==> config.mk <==
export PLATFORM = sky130hd
export DESIGN_NAME = sgfp_div_cell
export DESIGN_NICKNAME = d
export VERILOG_FILES = /design/src/hw/rtl/sgfp_pkg.sv /design/src/hw/rtl/sgfp_div_cell.sv
export SDC_FILE = /design/constraint.sdc
export NUM_CORES = 1
export LEC_CHECK = 0
export ABC_AREA = 0
export BUFFER_PORTS_ARGS = -buffer_cell sky130_fd_sc_hd__buf_2
export CAP_MARGIN = 5
export CORE_AREA = 4 4 232 234
export CTS_CLUSTER_SIZE = 28
export DETAILED_ROUTE_END_ITERATION = 7
export DIE_AREA = 0 0 236 238
export PLACE_DENSITY = 0.62
export REMOVE_ABC_BUFFERS = 1
export SKIP_LAST_GASP = 1
export SYNTH_ARGS = -nofsm -noshare
export SYNTH_HDL_FRONTEND = slang
export SYNTH_SLANG_ARGS = --single-unit
==> constraint.sdc <==
create_clock -name i_clk -period 3 [get_ports i_clk]
set_input_delay 0.3 -clock i_clk [delete_from_list [all_inputs] [get_ports i_clk]]
set_output_delay 0.3 -clock i_clk [all_outputs]
set_load 0.005 [all_outputs]
==> src/hw/rtl/sgfp_pkg.sv <==
// Shared widths, constants, types and the arctangent table for the force unit.
`timescale 1ns / 1ps
package sgfp_pkg;

    localparam int POS_W    = 32;   // signed Q16.16 position
    localparam int REG_W    = 32;   // config register and mass width
    localparam int AX_W     = 48;   // scaled distance component, Q32.16
    localparam int SQ_W     = 96;   // square of a component, numerator
    localparam int DEN_W    = 98;   // sum of three squares
    localparam int REM_W    = DEN_W + 1;
    localparam int FORCE_W  = 48;   // Q32.16 magnitude
    localparam int DIV_BITS = FORCE_W;
    localparam int ANG_W    = 16;
    localparam int COR_W    = AX_W + 3;
    localparam int Z_W      = 34;
    localparam int CORDIC_STAGES_DEF = 16;
    localparam int CORDIC_MAX        = 32;

    localparam logic [FORCE_W-1:0] FORCE_MAX = '1;

    typedef enum logic [1:0] {
        CFG_SCALE = 2'd0,
        CFG_GRAV  = 2'd1,
        CFG_SOFT  = 2'd2
    } t_cfg_idx;

    // atan(2^-i), 2^32 = 2*pi, rounded to nearest
    localparam logic [31:0] ATAN_TAB [CORDIC_MAX] = '{
        32'h20000000, 32'h12E4051E, 32'h09FB385B, 32'h051111D4,
        32'h028B0D43, 32'h0145D7E1, 32'h00A2F61E, 32'h00517C55,
        32'h0028BE53, 32'h00145F2F, 32'h000A2F98, 32'h000517CC,
        32'h00028BE6, 32'h000145F3, 32'h0000A2FA, 32'h0000517D,
        32'h000028BE, 32'h0000145F, 32'h00000A30, 32'h00000518,
        32'h0000028C, 32'h00000146, 32'h000000A3, 32'h00000051,
        32'h00000029, 32'h00000014, 32'h0000000A, 32'h00000005,
        32'h00000003, 32'h00000001, 32'h00000001, 32'h00000000
    };

    // one step of the restoring divider
    typedef struct packed {
        logic               valid;
        logic [REM_W-1:0]   rem;
        logic [DIV_BITS-1:0] num_lo;
        logic [DIV_BITS-1:0] quo;
        logic [DEN_W-1:0]   den;
        logic               sat;
        logic               zero;
    } t_div_data;

    // one step of the vectoring CORDIC
    typedef struct packed {
        logic signed [COR_W-1:0] x;
        logic signed [COR_W-1:0] y;
        logic signed [Z_W-1:0]   z;
        logic                    ax_zero;
        logic                    ay_zero;
        logic                    sx;
        logic                    sy;
    } t_cor_data;

endpackage

==> src/hw/rtl/sgfp_div_cell.sv <==
// Restoring divider cell: one quotient bit per cell.
`timescale 1ns / 1ps
module sgfp_div_cell
    import sgfp_pkg::*;
(
    input  logic      i_clk,
    input  logic      i_rst_n,
    input  t_div_data i_d,
    output t_div_data o_d
);

    logic [REM_W-1:0] w_sh;
    logic [REM_W-1:0] w_diff;
    logic             w_ge;
    t_div_data        n_d;
    t_div_data        r_d;

    always_comb begin
        w_sh   = {i_d.rem[REM_W-2:0], i_d.num_lo[DIV_BITS-1]};
        w_ge   = (w_sh >= {1'b0, i_d.den});
        w_diff = w_sh - {1'b0, i_d.den};
        n_d        = i_d;
        n_d.rem    = w_ge ? w_diff : w_sh;
        n_d.num_lo = {i_d.num_lo[DIV_BITS-2:0], 1'b0};
        n_d.quo    = {i_d.quo[DIV_BITS-2:0], w_ge};
    end

    always_ff @(posedge i_clk) begin
        if (!i_rst_n) begin
            r_d.valid <= 1'b0;
        end else begin
            r_d.valid <= n_d.valid;
        end
        r_d.rem    <= n_d.rem;
        r_d.num_lo <= n_d.num_lo;
        r_d.quo    <= n_d.quo;
        r_d.den    <= n_d.den;
        r_d.sat    <= n_d.sat;
        r_d.zero   <= n_d.zero;
    end

    assign o_d = r_d;

endmodule

# --- Word level (Yosys, flattened, before mapping) ---
# Cells that the tools add are included.
classes:
  addsub: 1
  n_lt_le_gt_ge: 1
  n_mux: 1
op_table:
  columns: ["operator", "count"]
  rows:
  - [">= comparator 99 x 98 -> 1 bit", 1]
  - ["2-to-1 mux 99 bit", 1]
  - ["subtractor 99 x 98 -> 99 bit", 1]
totals:
  ff_bits: 295
  wordCells: 10

# --- Longest topological paths before layout ---
depth:
  ltp_word: 2
  ltp_mapped: 16
  ltp_nobuf: 15

# --- Least setup slack after synthesis ---
# Ideal clock, no wire load.
synth_timing:
  path_type: "input -> register"
  from: "input i_d[195] (netlist bit)"
  to: "register r_d (netlist bit o_d[288])"
  arrival_ps: 3128
  required_ps: 2879
  setup_slack_ps: -250
  path_stages: 15
  path_buffers: 0
  path_cell_list: "inv_1 > ha_1 > inv_1 > fa_1 > a211oi_1 > o211ai_1 > a31o_2 > a21oi_1 > o21ai_0 > a21oi_1 > a2bb2oi_1 > a31o_2 > a21oi_1 > xor2_1 > a21oi_1"
synth_lines:
  columns: ["item", "line_no", "rtl"]
  rows:
  - ["start, declared", "sgfp_div_cell.sv:8", "input t_div_data i_d,"]
  - ["end, declared", "sgfp_div_cell.sv:16", "t_div_data r_d;"]

==> reports/results.tsv <==
metric	value	unit
setup_viol_count_final	9	
timing.final.ws_setup	-0.0394	ns
grt_antenna_before_repair	13	
worstSetupPathType	primary input to register	
fin_crit	3.04	ns
dieArea	0.0562	mm²
synth-seq-cells	295	
worstMarginPinSlew	0.634	ns
core_area	0.0520	mm²
num_vias	16500	
areaGrowthSynthToFinish	89.2	%
ant_nets	0	
ios	594	
post-route-drc-count	0	
place_ws	-1.05	ns
min_path_type	primary input to register	
cp_data_arrival_time	3.50	ns
nets	3237	
synth_cells	1586	
cts_root_buf	clkbuf_16	
cts_tree	built	
rsz0062_at_grt	true	
timing.hold.ws	0.0225	ns
largest_register_ffs	295	
cap_violations	0	
fill_cells	4758	
grt_pass1_wl	96500	µm
relSlewSlack	0.573	
wl_per_cell	18.3	µm
post-route-period-util	1.01	
grt_pass1_vias	17300	
ctsLongestPathBuffers	3	
htree_levels	2	
crit_path_frequent_cell	buf_12	
grt_overflow	0	
grt_max_degree	17	
first_pass_iters	7	
synth-edff-count	0	
fin_tns_setup	-0.119	ns
drt-initial-drc-count	878	
seq_area_frac_synth	0.433	
power_density	508	mW/mm²
cp_slowest_cell	o41ai_4	
num_rows	84	
slowest_delay	0.43	ns
crit_path_start_kind	primary input	
synth-main-ff-cell	dfxtp_1	
clk_pin_slew	0.06	ns
synth-warning-count	0	
grt_usage	0.214	
hold_violations	0	
peakVddDrop	0.000491	V
synth_area	0.0136	mm²
wl	65200	µm
gp_congestion	0.912	
start_util	0.262	
cp-end-kind	register	
register_area	0.00591	mm²
required	3.46	ns
finalMaxSlewViolations	0	
status	finished with violations	
hold_depth	3	
avgSynthCellArea	8.60	µm²
violations	setup timing	
io_buffers	590	
cts-buffers-inserted	34	
multi_input_area	0.00815	mm²
viasPerCell	4.64	
synth-async-reset-ratio	0	
leakagePower	0.0125	µW
dp_hpwl	48900	µm
drive_above_1_share	0.465	
cp_max_fo	8	
netlist-cell-type-count	69	
fp.dieW	236	µm
cts_sinks	295	
max_freq	0.329	GHz
die_h	238	µm
worstPathCellList	buf_2, inv_1, ha_1, nor3_1, o31ai_4, a41oi_2, a211oi_4, a211oi_4, o41ai_4, a21oi_2, buf_12, o31ai_4, buf_12, buf_12, buf_12, nor2_2, a21oi_2	
path summary, 6_finish.rpt:
path,end,startpoint,slack [ns]
hold / removal,o_d[198],i_d[197],0.02
setup / recovery,o_d[205],i_d[9],-0.04
per-stage QoR:
stage,cell area [µm²],cells,total power (µW),util
2_1_floorplan,13400,1518,6030,-
3_3_place_gp,20400,3210,7960,0.392
3_5_place_dp,20400,3210,7970,0.392
4_1_cts,24600,3533,12900,0.473
5_1_grt,25800,3560,13700,0.496
6_report,25800,3560,13100,0.496
synth_stat cells (all sizes together) (4+ instances only):
master	n	area share
nor4	8	0.0037
o221ai	4	0.0026
nand4	38	0.017
o21a	12	0.0066
a41oi	7	0.0045
nor3	18	0.0070
o211ai	6	0.0033
o41ai	7	0.0075
nor2	164	0.045
nand2	127	0.035
o31ai	10	0.0079
and3	6	0.0028
a31oi	13	0.0064
xor2	32	0.021
nand2b	8	0.0037
o21ai	83	0.030
o21bai	23	0.013
nor2b	11	0.0050
ha	98	0.090
a221oi	5	0.0032
a21oi	215	0.079
clkbuf	47	0.013
o211a	4	0.0029
xnor2	56	0.036
nand3	19	0.0070
a211oi	11	0.0068
dfxtp	295	0.43
and2	9	0.0041
a21boi	8	0.0044
buf	21	0.0081
inv	129	0.035
a21o	44	0.024
final cells by class:
type | instances | area share
timing repair buffer | 1286 | 0.357
multi-input combinational | 1094 | 0.315
sequential | 295 | 0.229
clock buffer | 43 | 0.0362
tap | 688 | 0.0333
inverter | 129 | 0.0194
clock inverter | 18 | 0.00901
antenna | 7 | 0.000678
kinds of logic after synthesis:
logic type / share of synthesized area
buffers and inverters: 0.0565
other: 0.000275
multiplexers: 0.00220
XOR/XNOR: 0.0565
adder cells (fa/ha/maj): 0.0913
AND/OR/NAND/NOR: 0.143
flip-flops: 0.433
AO/OA/AOI/OAI: 0.218
report_power, final:
part	switching [µW]	internal [µW]
Sequential	132	4350
Combinational	2070	2180
Clock	1800	2580
Total	4000	9110
per-layer routing:
metal / up-vias / routed length, µm / track usage
met5: - / 22 / 0
met4: 4 / 2330 / 0.0747
met3: 132 / 3310 / 0.0363
met2: 516 / 32100 / 0.375
met1: 7841 / 27400 / 0.266
li1: 8027 / - / -
cells in the final DEF, fill, tap and decap left out, types with 44 or more instances in the layout:
master	instances
nand2_1	117
o21ai_0	66
a21o_1	44
xnor2_1	56
a21oi_1	150
inv_1	119
dfxtp_1	295
ha_1	74
buf_2	582
buf_4	431
a21oi_2	62
nor2_1	116
dlygate4sd3_1	229
worst max-delay path: cells and delay by family:
kind	cells	cell delay, ns
AO/OA/AOI/OAI	8	1.94
buffers and inverters	6	0.82
adder cells (fa/ha/maj)	1	0.29
AND/OR/NAND/NOR	2	0.13
timing repair:
action,CTS,global route
setup endpoints to repair,100,99
setup buffers,29,17
pin swaps,25,59
hold endpoints to repair,228,1
hold buffers,228,1
gates cloned,6,6
gates resized for setup,80,243
Note: power is estimated with default switching activity, not from simulation.
