**config.mk**
```make
export PLATFORM = sky130hd
export DESIGN_NAME = sgfp_cordic_cell
export DESIGN_NICKNAME = d
export VERILOG_FILES = /design/src/hw/rtl/sgfp_pkg.sv /design/src/hw/rtl/sgfp_cordic_cell.sv
export SDC_FILE = /design/constraint.sdc
export NUM_CORES = 1
export LEC_CHECK = 0
export BUFFER_PORTS_ARGS = -buffer_cell sky130_fd_sc_hd__buf_2
export CORE_MARGIN = 2
export CORE_UTILIZATION = 51
export DETAILED_ROUTE_END_ITERATION = 16
export PLACE_DENSITY_LB_ADDON = 0.2
export SLEW_MARGIN = 15
export SYNTH_ARGS = -nofsm -noshare
export SYNTH_HDL_FRONTEND = slang
export SYNTH_SLANG_ARGS = --single-unit
```
**constraint.sdc**
```tcl
create_clock -name i_clk -period 2.8 [get_ports i_clk]
set_input_delay 0.14 -clock i_clk [delete_from_list [all_inputs] [get_ports i_clk]]
set_output_delay 0.14 -clock i_clk [all_outputs]
set_load 0.02 [all_outputs]
```
**src/hw/rtl/sgfp_pkg.sv**
```systemverilog
// Shared widths, constants, types and the arctangent table for the force unit.
`timescale 1ns / 1ps
package sgfp_pkg;

    localparam int POS_W    = 32;   // signed Q16.16 position
    localparam int REG_W    = 32;   // config register and mass width
    localparam int AX_W     = 48;   // scaled distance component, Q32.16
    localparam int SQ_W     = 96;   // square of a component, numerator
    localparam int DEN_W    = 98;   // sum of three squares
    localparam int REM_W    = DEN_W + 1;
    localparam int FORCE_W  = 48;   // Q32.16 magnitude
    localparam int DIV_BITS = FORCE_W;
    localparam int ANG_W    = 16;
    localparam int COR_W    = AX_W + 3;
    localparam int Z_W      = 34;
    localparam int CORDIC_STAGES_DEF = 16;
    localparam int CORDIC_MAX        = 32;

    localparam logic [FORCE_W-1:0] FORCE_MAX = '1;

    typedef enum logic [1:0] {
        CFG_SCALE = 2'd0,
        CFG_GRAV  = 2'd1,
        CFG_SOFT  = 2'd2
    } t_cfg_idx;

    // atan(2^-i), 2^32 = 2*pi, rounded to nearest
    localparam logic [31:0] ATAN_TAB [CORDIC_MAX] = '{
        32'h20000000, 32'h12E4051E, 32'h09FB385B, 32'h051111D4,
        32'h028B0D43, 32'h0145D7E1, 32'h00A2F61E, 32'h00517C55,
        32'h0028BE53, 32'h00145F2F, 32'h000A2F98, 32'h000517CC,
        32'h00028BE6, 32'h000145F3, 32'h0000A2FA, 32'h0000517D,
        32'h000028BE, 32'h0000145F, 32'h00000A30, 32'h00000518,
        32'h0000028C, 32'h00000146, 32'h000000A3, 32'h00000051,
        32'h00000029, 32'h00000014, 32'h0000000A, 32'h00000005,
        32'h00000003, 32'h00000001, 32'h00000001, 32'h00000000
    };

    // one step of the restoring divider
    typedef struct packed {
        logic               valid;
        logic [REM_W-1:0]   rem;
        logic [DIV_BITS-1:0] num_lo;
        logic [DIV_BITS-1:0] quo;
        logic [DEN_W-1:0]   den;
        logic               sat;
        logic               zero;
    } t_div_data;

    // one step of the vectoring CORDIC
    typedef struct packed {
        logic signed [COR_W-1:0] x;
        logic signed [COR_W-1:0] y;
        logic signed [Z_W-1:0]   z;
        logic                    ax_zero;
        logic                    ay_zero;
        logic                    sx;
        logic                    sy;
    } t_cor_data;

endpackage

```
**src/hw/rtl/sgfp_cordic_cell.sv**
```systemverilog
// Vectoring CORDIC cell: one micro-rotation per cell.
`timescale 1ns / 1ps
module sgfp_cordic_cell
    import sgfp_pkg::*;
#(
    parameter int STEP = 0
)(
    input  logic      i_clk,
    input  t_cor_data i_d,
    output t_cor_data o_d
);

    localparam logic signed [Z_W-1:0] ATAN_I = Z_W'({2'b00, ATAN_TAB[STEP]});

    logic signed [COR_W-1:0] w_xs;
    logic signed [COR_W-1:0] w_ys;
    t_cor_data               n_d;
    t_cor_data               r_d;

    always_comb begin
        w_xs = i_d.x >>> STEP;
        w_ys = i_d.y >>> STEP;
        n_d  = i_d;
        if (!i_d.y[COR_W-1]) begin
            n_d.x = i_d.x + w_ys;
            n_d.y = i_d.y - w_xs;
            n_d.z = i_d.z + ATAN_I;
        end else begin
            n_d.x = i_d.x - w_ys;
            n_d.y = i_d.y + w_xs;
            n_d.z = i_d.z - ATAN_I;
        end
    end

    always_ff @(posedge i_clk) begin
        r_d <= n_d;
    end

    assign o_d = r_d;

endmodule

```
# [Word-level counts from Yosys, hierarchy flattened]
# Index checks and enable logic that the tools add are counted.
[word_totals] regBits=140 latch_bits=0 mem_bits_rw=0 rom_bits=0 input_bits=141 output_inout_bits=140 memories=0
[classes] addsub=5 n_mul=0 n_div=0 n_lt_le_gt_ge=0 n_eq_ne=0 shift=0 mux=1 bitwise_logic=0 reduce_logical=0
[op_table] operator="$mux 136" n=1
[op_table] operator="$sub 51x51->51" n=2
[op_table] operator="$add 51x51->51" n=1
[op_table] operator="$add 34x31->34 const B" n=1
[op_table] operator="$sub 34x31->34 const B" n=1

# [Depth between registers and ports, before layout]
# Gate-level depths: netlist (run 1).
[logic_depth] ltp_word=2 ltp_mapped=15 mapped_depth_nobuf=14

# [Worst setup path before layout (run 1)]
# OpenSTA, ideal clock, no wires.
[synth_timing] path_type="input to register" from="in i_d[61] (netlist name)" to="reg r_d (netlist bit o_d[83])" arrival_time_ns=2.675 t_required_ns=2.681 setup_slack_ns=0.005 path_stages=11 path_buffers=1 cell_sequence="inv_1 ha_1 buf_2 or4_1 or4_1 o22ai_1 nor3_1 o41a_1 o31a_1 a21o_1 xnor2_1"
[synth_lines] item="start: declaration" line="sgfp_cordic_cell.sv:9" text="input t_cor_data i_d,"
[synth_lines] item="end signal: assignment" line="sgfp_cordic_cell.sv:36" text="r_d <= n_d;"
[synth_lines] item="end: declaration" line="sgfp_cordic_cell.sv:18" text="t_cor_data r_d;"

==> results.json, run 1 <==
{
  "via_count": 15660,
  "clock_path_buffers": 2,
  "grt_pass1_vias": 15220,
  "start_kind": "primary input",
  "p_int_mw": 5.416,
  "grt_max_degree": 112,
  "hp-class": "in -> reg",
  "max-slew-margin-rel_pct": 18.29,
  "synthTopCellsByCount": "201 x a21oi_1, 169 x ha_1, 154 x inv_1",
  "synth_most_common_cell": "a21oi_1",
  "violations": "setup timing",
  "sequentialPowerShare_pct": 27.0,
  "vias_per_cell": 6.054,
  "io_buffers": 280,
  "areaGrowthSynthToFinish_pct": 50.53,
  "cts_buffers": 17,
  "grt_use_total_pct": 40.41,
  "min_from": "i_d[36]",
  "synth_top_cell_by_area": "dfxtp_1",
  "place_area_um2": 16690,
  "drt-initial-drc-count": 1920,
  "clock_sinks": 139,
  "cts_tree": "done",
  "synth_flop_cell": "dfxtp_1",
  "ant_nets": 0,
  "switching_power_mw": 3.942,
  "p_per_area_nw_per_um2": 506.3,
  "rsz0062_at_grt": "yes",
  "worstHoldEndpoint": "o_d[36]",
  "finalNetCount": 2563,
  "core-area_um2": 23540,
  "finalHoldViolCount": 0,
  "rows": 56,
  "htree_levels": 4,
  "synth.distinct_cells": 77,
  "start_util_pct": 52.15,
  "status": "complete, but fails checks",
  "timing.setup.tns_ns": -2.535,
  "min_period_ns": 3.185,
  "whs_ns": 0.08593,
  "finalSetupViolCount": 20,
  "final_cells": 2586,
  "placed_cells": 2508,
  "crit_arrival_ns": 3.55,
  "ys.warnings.count": 0,
  "synth_nets": 1911,
  "worst_ep_required_time_ns": 3.16,
  "syn-mean-instance-area_um2": 7.688,
  "largest_reg_flops": 139,
  "netlist_area_um2": 12280,
  "holdPathStages": 3,
  "worst-setup-path-type": "in -> reg",
  "synth_seq_area_share_pct": 22.66,
  "dieHeight_um": 159.2,
  "ios": 281,
  "drc": 0,
  "fmax_mhz": 313.9,
  "die_w_um": 159.2,
  "gp_congestion": 1.001,
  "cp_max_fo": 2,
  "gr-total-overflow": 0,
  "endpoint_kind": "register",
  "cap_viol_max_count": 0,
  "postSynth.asyncResetShare_pct": 0,
  "utilization_pct": 78.51,
  "drt-total-wl_um": 56970,
  "pre_cts_ws_ns": -0.7837,
  "drive_above_1_share_pct": 36.52,
  "finalPower_mw": 9.358,
  "dp_hpwl_um": 40040,
  "clkPwrFrac_pct": 25.3,
  "routedWlPerCell_um": 22.03,
  "power_frac_comb_pct": 47.8,
  "sw_frac_of_total_pct": 42.12,
  "timing.final.crit_share_pct": 113.8,
  "die_area_um2": 25330,
  "worstMarginPinSlew_ns": 1.216,
  "grt_pass1_wl_um": 81300,
  "antenna_found_initial": 5,
  "maxSlewViolCount": 0,
  "fin_ws_ns": -0.3854,
  "clkTransAtPathRegs_ns": 0.07,
  "synth_top_cell_area_share_pct": 22.66,
  "vdd_ir_drop_max_mv": 0.3274,
  "synth_edf_count": 0,
  "synthTopCellsByArea": "dfxtp_1 23%, ha_1 17%, a21oi_1 8.2%, xnor2_1 6.8%, inv_1 4.7%",
  "first_pass_iters": 6,
  "fin_area_um2": 18480,
  "synthCells": 1597,
  "leakagePower_nw": 9.081,
  "ctsRootBufferMaster": "clkbuf_16",
  "ys_ff_latch": 139
}
-- cell type report --
type                       instances  area, um2
multi-input combinational       1224       9270
fill                            1649       5060
timing repair buffer             705       4802
sequential                       139       2783
inverter                         162      625.6
clock buffer                      17      425.4
tap                              319      399.1
clock inverter                    15      165.2
antenna                            5      12.51
-- power groups by stage --
stage                     Combinational, mW  Sequential [mW]  Clock, mW
after floorplan                        1.68             3.03          0
after global placement                 3.93             2.53          0
after detailed placement               3.98             2.54          0
after CTS                              4.10             2.50       2.35
after global routing                   4.69             2.54       2.44
final                                  4.47             2.52       2.36
-- routing by layer --
layer,wire length (um),GRT usage (%),vias up
met1,21050,47.08,7262
met5,13,0,-
met3,5122,8.153,351
met4,3997,24.75,2
li1,-,-,6912
met2,26790,68.38,1128
-- how the worst max path moves through the flow --
stage	slack, ns	start	end
5_1_grt	-0.49	i_d[62]	o_d[88]
4_1_cts	-0.03	i_d[92]	o_d[88]
3_5_place_dp	-0.78	i_d[38]	o_d[84]
3_3_place_gp	-0.73	i_d[38]	o_d[84]
6_report	-0.39	i_d[62]	o_d[88]
2_1_floorplan	0.005	i_d[61]	o_d[83]
-- placed cells by master, fill, tap and decap left out, types with 18 or more instances in the layout --
cell           netlist  routed
buf_2                7     269
nand4_1             26      26
mux2i_1             35      35
ha_4                 0      18
a21o_1              43      43
dfxtp_1            139     139
inv_1              154     140
nand3_1             21      21
nor3_1              42      35
a21oi_1            201     190
buf_4                4     384
o21ai_0             96      87
xnor2_1             95      95
dlygate4sd3_1        0      36
ha_1               169     142
nand2_1             72      72
nor2_1             136     133
o21bai_1            36      34
-- worst max-delay path: stages --
cell	delay [ns]
buf_2	0.11
buf_4	0.13
ha_1	0.22
a21oi_1	0.63
o31ai_1	0.22
a21o_1	0.26
a2111oi_1	0.39
buf_4	0.19
nor3_1	0.04
a31oi_1	0.19
o21ai_2	0.11
o311a_1	0.39
o32ai_2	0.34
xor2_1	0.17
-- logic make-up after synthesis --
| family | Yosys count | share of synthesized area (%) |
|---|---|---|
| adder cells (fa/ha/maj) | 173 | 17.87 |
| AO/OA/AOI/OAI | 532 | 27.18 |
| XOR/XNOR | 101 | 7.205 |
| flip-flops | 139 | 22.66 |
| AND/OR/NAND/NOR | 382 | 14.79 |
| multiplexers | 36 | 2.945 |
| buffers and inverters | 234 | 7.347 |
-- timing repair --
action	in CTS	in global routing
pin swaps	10	48
hold buffers	36	0
resized for setup	36	136
endpoints found under the hold margin	37	0
setup buffers	3	7
endpoints found under the setup margin	31	45
(Power assumes the default switching activity.)
==> run 2: changes to the inputs <==
Settings changed: CORE_UTILIZATION 51 to 50, PLACE_DENSITY_LB_ADDON 0.2 to 0.05, RECOVER_POWER set to 50.
==> results.json, run 2 (same netlist as run 1, synthesis figures left out) <==
{
  "cts_tree": "done",
  "utilization_pct": 75.41,
  "gp_congestion": 1.019,
  "clock_sinks": 139,
  "drt-total-wl_um": 51480,
  "first_pass_iters": 7,
  "cp_max_fo": 4,
  "ios": 281,
  "vdd_ir_drop_max_mv": 0.3252,
  "finalSetupViolCount": 0,
  "dp_hpwl_um": 38510,
  "areaGrowthSynthToFinish_pct": 48.94,
  "layout_commonest_cell": "buf_4",
  "timing.final.crit_share_pct": 99.92,
  "htree_levels": 4,
  "cp-startpoint": "i_d[63]",
  "routedWlPerCell_um": 19.72,
  "clock_path_buffers": 2,
  "via_count": 15040,
  "rsz0062_at_grt": "yes",
  "power_frac_comb_pct": 46.4,
  "status": "finished, final reports clean",
  "gr-total-overflow": 0,
  "die_w_um": 160.7,
  "ctsRootBufferMaster": "clkbuf_16",
  "switching_power_mw": 3.826,
  "dieHeight_um": 160.7,
  "start_util_pct": 50.63,
  "crit_arrival_ns": 3.15,
  "drc": 0,
  "endpoint_kind": "register",
  "min_from": "i_d[37]",
  "clkPwrFrac_pct": 26.2,
  "die_area_um2": 25830,
  "clkTransAtPathRegs_ns": 0.07,
  "cap_viol_max_count": 0,
  "ant_nets": 0,
  "start_kind": "primary input",
  "grt_pass1_wl_um": 76970,
  "finalNetCount": 2583,
  "largest_reg_flops": 139,
  "vias_per_cell": 5.761,
  "leakagePower_nw": 8.842,
  "grt_max_degree": 112,
  "core-area_um2": 24250,
  "worst_ep_required_time_ns": 3.15,
  "finalPower_mw": 9.166,
  "p_int_mw": 5.339,
  "p_per_area_nw_per_um2": 501.2,
  "drt-initial-drc-count": 1395,
  "antenna_found_initial": 2,
  "sw_frac_of_total_pct": 41.75,
  "drive_above_1_share_pct": 31.64,
  "rows": 57,
  "worst-setup-path-type": "in -> reg",
  "min_period_ns": 2.798,
  "max-slew-margin-rel_pct": 50.96,
  "worstMarginPinSlew_ns": 0.7288,
  "sequentialPowerShare_pct": 27.5,
  "cts_buffers": 17,
  "finalHoldViolCount": 0,
  "final_cell_mix": "404 x buf_4, 190 x a21oi_1, 171 x buf_2",
  "fmax_mhz": 357.4,
  "grt_pass1_vias": 14840,
  "hp-class": "in -> reg",
  "io_buffers": 280,
  "grt_use_total_pct": 37.70,
  "maxSlewViolCount": 0
}
run 2: cell types whose count changed in the layout (fill, tap and decap cells not counted), moves of 11 or more:
cell and delta:
clkbuf_1 +105, buf_2 -98, inv_1 +11, buf_4 +20
run 2: final timing paths:
kind	endpoint	slack, ns	cells after the start
worst min-delay path	o_d[37]	0.002	3
worst max-delay path	o_d[88]	0.002	15
run 2: layout make-up:
| cell class | count | area (um2) |
|---|---|---|
| antenna | 4 | 10.01 |
| sequential | 139 | 2783 |
| inverter | 162 | 608.1 |
| clock inverter | 15 | 180.2 |
| fill | 1898 | 5962 |
| multi-input combinational | 1224 | 9111 |
| timing repair buffer | 725 | 4763 |
| clock buffer | 17 | 425.4 |
| tap | 324 | 405.4 |
run 2: routing by layer:
| metal | up-vias | global-route usage [%] | wire length [um] |
|---|---|---|---|
| met4 | 0 | 16.68 | 2474 |
| met5 | - | 0 | 0 |
| met2 | 863 | 66.46 | 24980 |
| met1 | 7009 | 44.94 | 19830 |
| met3 | 208 | 6.612 | 4196 |
| li1 | 6957 | - | - |
run 2: power groups by stage:
stage	Sequential, mW	Clock [mW]	Combinational (mW)
floorplan	3.03	0	1.68
global placement	2.53	0	3.95
detailed placement	2.53	0	3.99
CTS	2.49	2.39	4.08
global route	2.54	2.48	4.51
finish	2.52	2.40	4.25
run 2: timing repair:
item,CTS,global route
pin swaps,5,30
resized for setup,22,98
hold buffers,35,0
setup buffers,2,10
setup endpoints to repair,28,50
hold endpoints to repair,36,0
cloned,0,0
run 2: worst max-delay path: stages:
cell,delay (ns)
buf_2,0.09
inv_1,0.09
ha_4,0.31
inv_1,0.07
a21oi_2,0.18
o31ai_1,0.15
a21o_1,0.24
a2111oi_2,0.37
buf_4,0.17
nor3_1,0.04
a31oi_1,0.20
o21ai_2,0.13
o311a_1,0.39
o32ai_2,0.34
xor2_1,0.25
run 2: through the flow:
step	cell area [um2]	TNS [ns]	worst slack, ns	hold WS [ns]	instances
floorplan	12280	0	0.005127	0.1677	1597
global placement	16810	-18.75	-0.5219	0.2424	2527
detailed placement	16810	-24.08	-0.6439	0.2436	2527
CTS	17890	0	0.004674	0.002423	2596
global route	18280	-0.4588	-0.04952	0.03099	2608
finish	18290	0	0.002190	0.001851	2610
==> run 3: changes to the inputs <==
--- a/config.mk
+++ b/config.mk
@@ -10,5 +10,5 @@
 export CORE_UTILIZATION = 50
 export DETAILED_ROUTE_END_ITERATION = 16
-export PLACE_DENSITY_LB_ADDON = 0.05
+export PLACE_DENSITY = 0.78
 export RECOVER_POWER = 50
 export SLEW_MARGIN = 15
==> constraint.sdc (replaced) <==
create_clock -name i_clk -period 2.8 [get_ports i_clk]
set_input_delay 0.14 -clock i_clk [delete_from_list [all_inputs] [get_ports i_clk]]
set_output_delay 0.14 -clock i_clk [all_outputs]
set_load 0.005 [all_outputs]
==> results.json, run 3 (same netlist as run 1, synthesis figures left out) <==
{
  "status": "complete, but fails checks",
  "violations": "setup timing",
  "finalHoldViolCount": 0,
  "die_w_um": 160.7,
  "grt_use_total_pct": 36.29,
  "drc": 0,
  "leakagePower_nw": 8.960,
  "clock_path_buffers": 2,
  "p_per_area_nw_per_um2": 469.9,
  "die_area_um2": 25830,
  "core-area_um2": 24250,
  "endpoint_kind": "register",
  "worst_ep_required_time_ns": 3.16,
  "cts_buffers": 17,
  "use_met2_pct": 60.03,
  "clkTransAtPathRegs_ns": 0.07,
  "drive_above_1_share_pct": 33.44,
  "dieHeight_um": 160.7,
  "start_kind": "primary input",
  "ctsRootBufferMaster": "clkbuf_16",
  "place_area_um2": 16750,
  "grtUsageMet3_pct": 6.431,
  "finalNetCount": 2580,
  "timing.final.crit_share_pct": 101.0,
  "fillers": 1898,
  "grt_pass1_vias": 14210,
  "clock_sinks": 139,
  "ant_nets": 0,
  "whs_ns": 0.05503,
  "rows": 57,
  "ios": 281,
  "finalSetupViolCount": 1,
  "hp-class": "in -> reg",
  "gr-total-overflow": 0,
  "vdd_ir_drop_max_mv": 0.2730,
  "fin_ws_ns": -0.02759,
  "max-slew-margin-rel_pct": 48.18,
  "routedWlPerCell_um": 18.81,
  "areaGrowthSynthToFinish_pct": 48.96,
  "largest_reg_flops": 139,
  "min_period_ns": 2.828,
  "final_cell_mix": "404 x buf_4, 223 x buf_2, 188 x a21oi_1",
  "antenna_found_initial": 3,
  "fmax_mhz": 353.7,
  "met1_usage_pct": 47.05,
  "grt-busiest-layer": "met2",
  "maxSlewViolCount": 0,
  "fin_area_um2": 18290,
  "utilization_pct": 75.42,
  "layout_commonest_cell": "buf_4",
  "cts_tree": "done",
  "io_buffers": 280,
  "rsz0062_at_grt": "yes",
  "crit_arrival_ns": 3.18,
  "via_count": 14700,
  "first_pass_iters": 6,
  "cap_viol_max_count": 0,
  "worst-setup-path-type": "in -> reg",
  "grt_max_degree": 40,
  "cp_max_fo": 5,
  "gp_congestion": 1.019,
  "drt-initial-drc-count": 1343,
  "vias_per_cell": 5.641,
  "grt_pass1_wl_um": 74470,
  "htree_levels": 4,
  "finalPower_mw": 8.594,
  "start_util_pct": 50.63,
  "drt-total-wl_um": 49020,
  "worstMarginPinSlew_ns": 0.7703,
  "dp_hpwl_um": 39000
}
==> run 3: area by class of cell <==
type | instances | area, um2 | share of cell area, %
Antenna cell | 3 | 7.507 | 0.04105
Clock buffer | 17 | 425.4 | 2.326
Clock inverter | 15 | 178.9 | 0.9783
Inverter | 162 | 610.6 | 3.339
Multi-Input combinational cell | 1224 | 9117 | 49.85
Sequential cell | 139 | 2783 | 15.22
Tap cell | 324 | 405.4 | 2.217
Timing Repair Buffer | 722 | 4761 | 26.03
==> run 3: worst paths after layout <==
path	from	endpoint	slack (ns)	depth (start not counted)
hold / removal	i_d[37]	o_d[37]	0.06	3
setup / recovery	i_d[42]	o_d[88]	-0.03	13
==> run 3: what timing repair did <==
action / CTS / global route
pin swaps: 1 / 30
hold buffers: 36 / 0
buffers inserted: 0 / 12
setup endpoints to repair: 12 / 46
endpoints found under the hold margin: 37 / 0
resized for setup: 12 / 102
==> run 3: routing by layer <==
| layer | wire length (um) | up-vias |
|---|---|---|
| met5 | 0 | - |
| met2 | 22910 | 793 |
| met1 | 20450 | 6851 |
| met3 | 4003 | 115 |
| li1 | - | 6942 |
| met4 | 1646 | 0 |
==> run 3: report_power, final <==
group	internal [mW]	switching [mW]
Sequential	2.37	0.122
Combinational	1.76	2.02
Clock	1.20	1.11
Total	5.34	3.26
==> run 3: critical path, stage by stage <==
cell and delay (ns):
buf_2 0.10, buf_4 0.13, ha_1 0.27, nor4_2 0.40, a21oi_4 0.13, a211oi_2 0.32, a21oi_2 0.10, o31a_1 0.27
o211ai_2 0.30, o21ai_2 0.11, o311a_1 0.36, o32ai_2 0.34, xor2_1 0.20
==> run 3: through the flow <==
stage | TNS, ns | setup WS, ns | instances
floorplan | 0 | 0.005127 | 1597
global placement | -16.16 | -0.5529 | 2523
detailed placement | -18.83 | -0.5708 | 2523
CTS | -0.1078 | -0.05081 | 2591
global route | -0.9824 | -0.1693 | 2606
finish | -0.02759 | -0.02759 | 2606
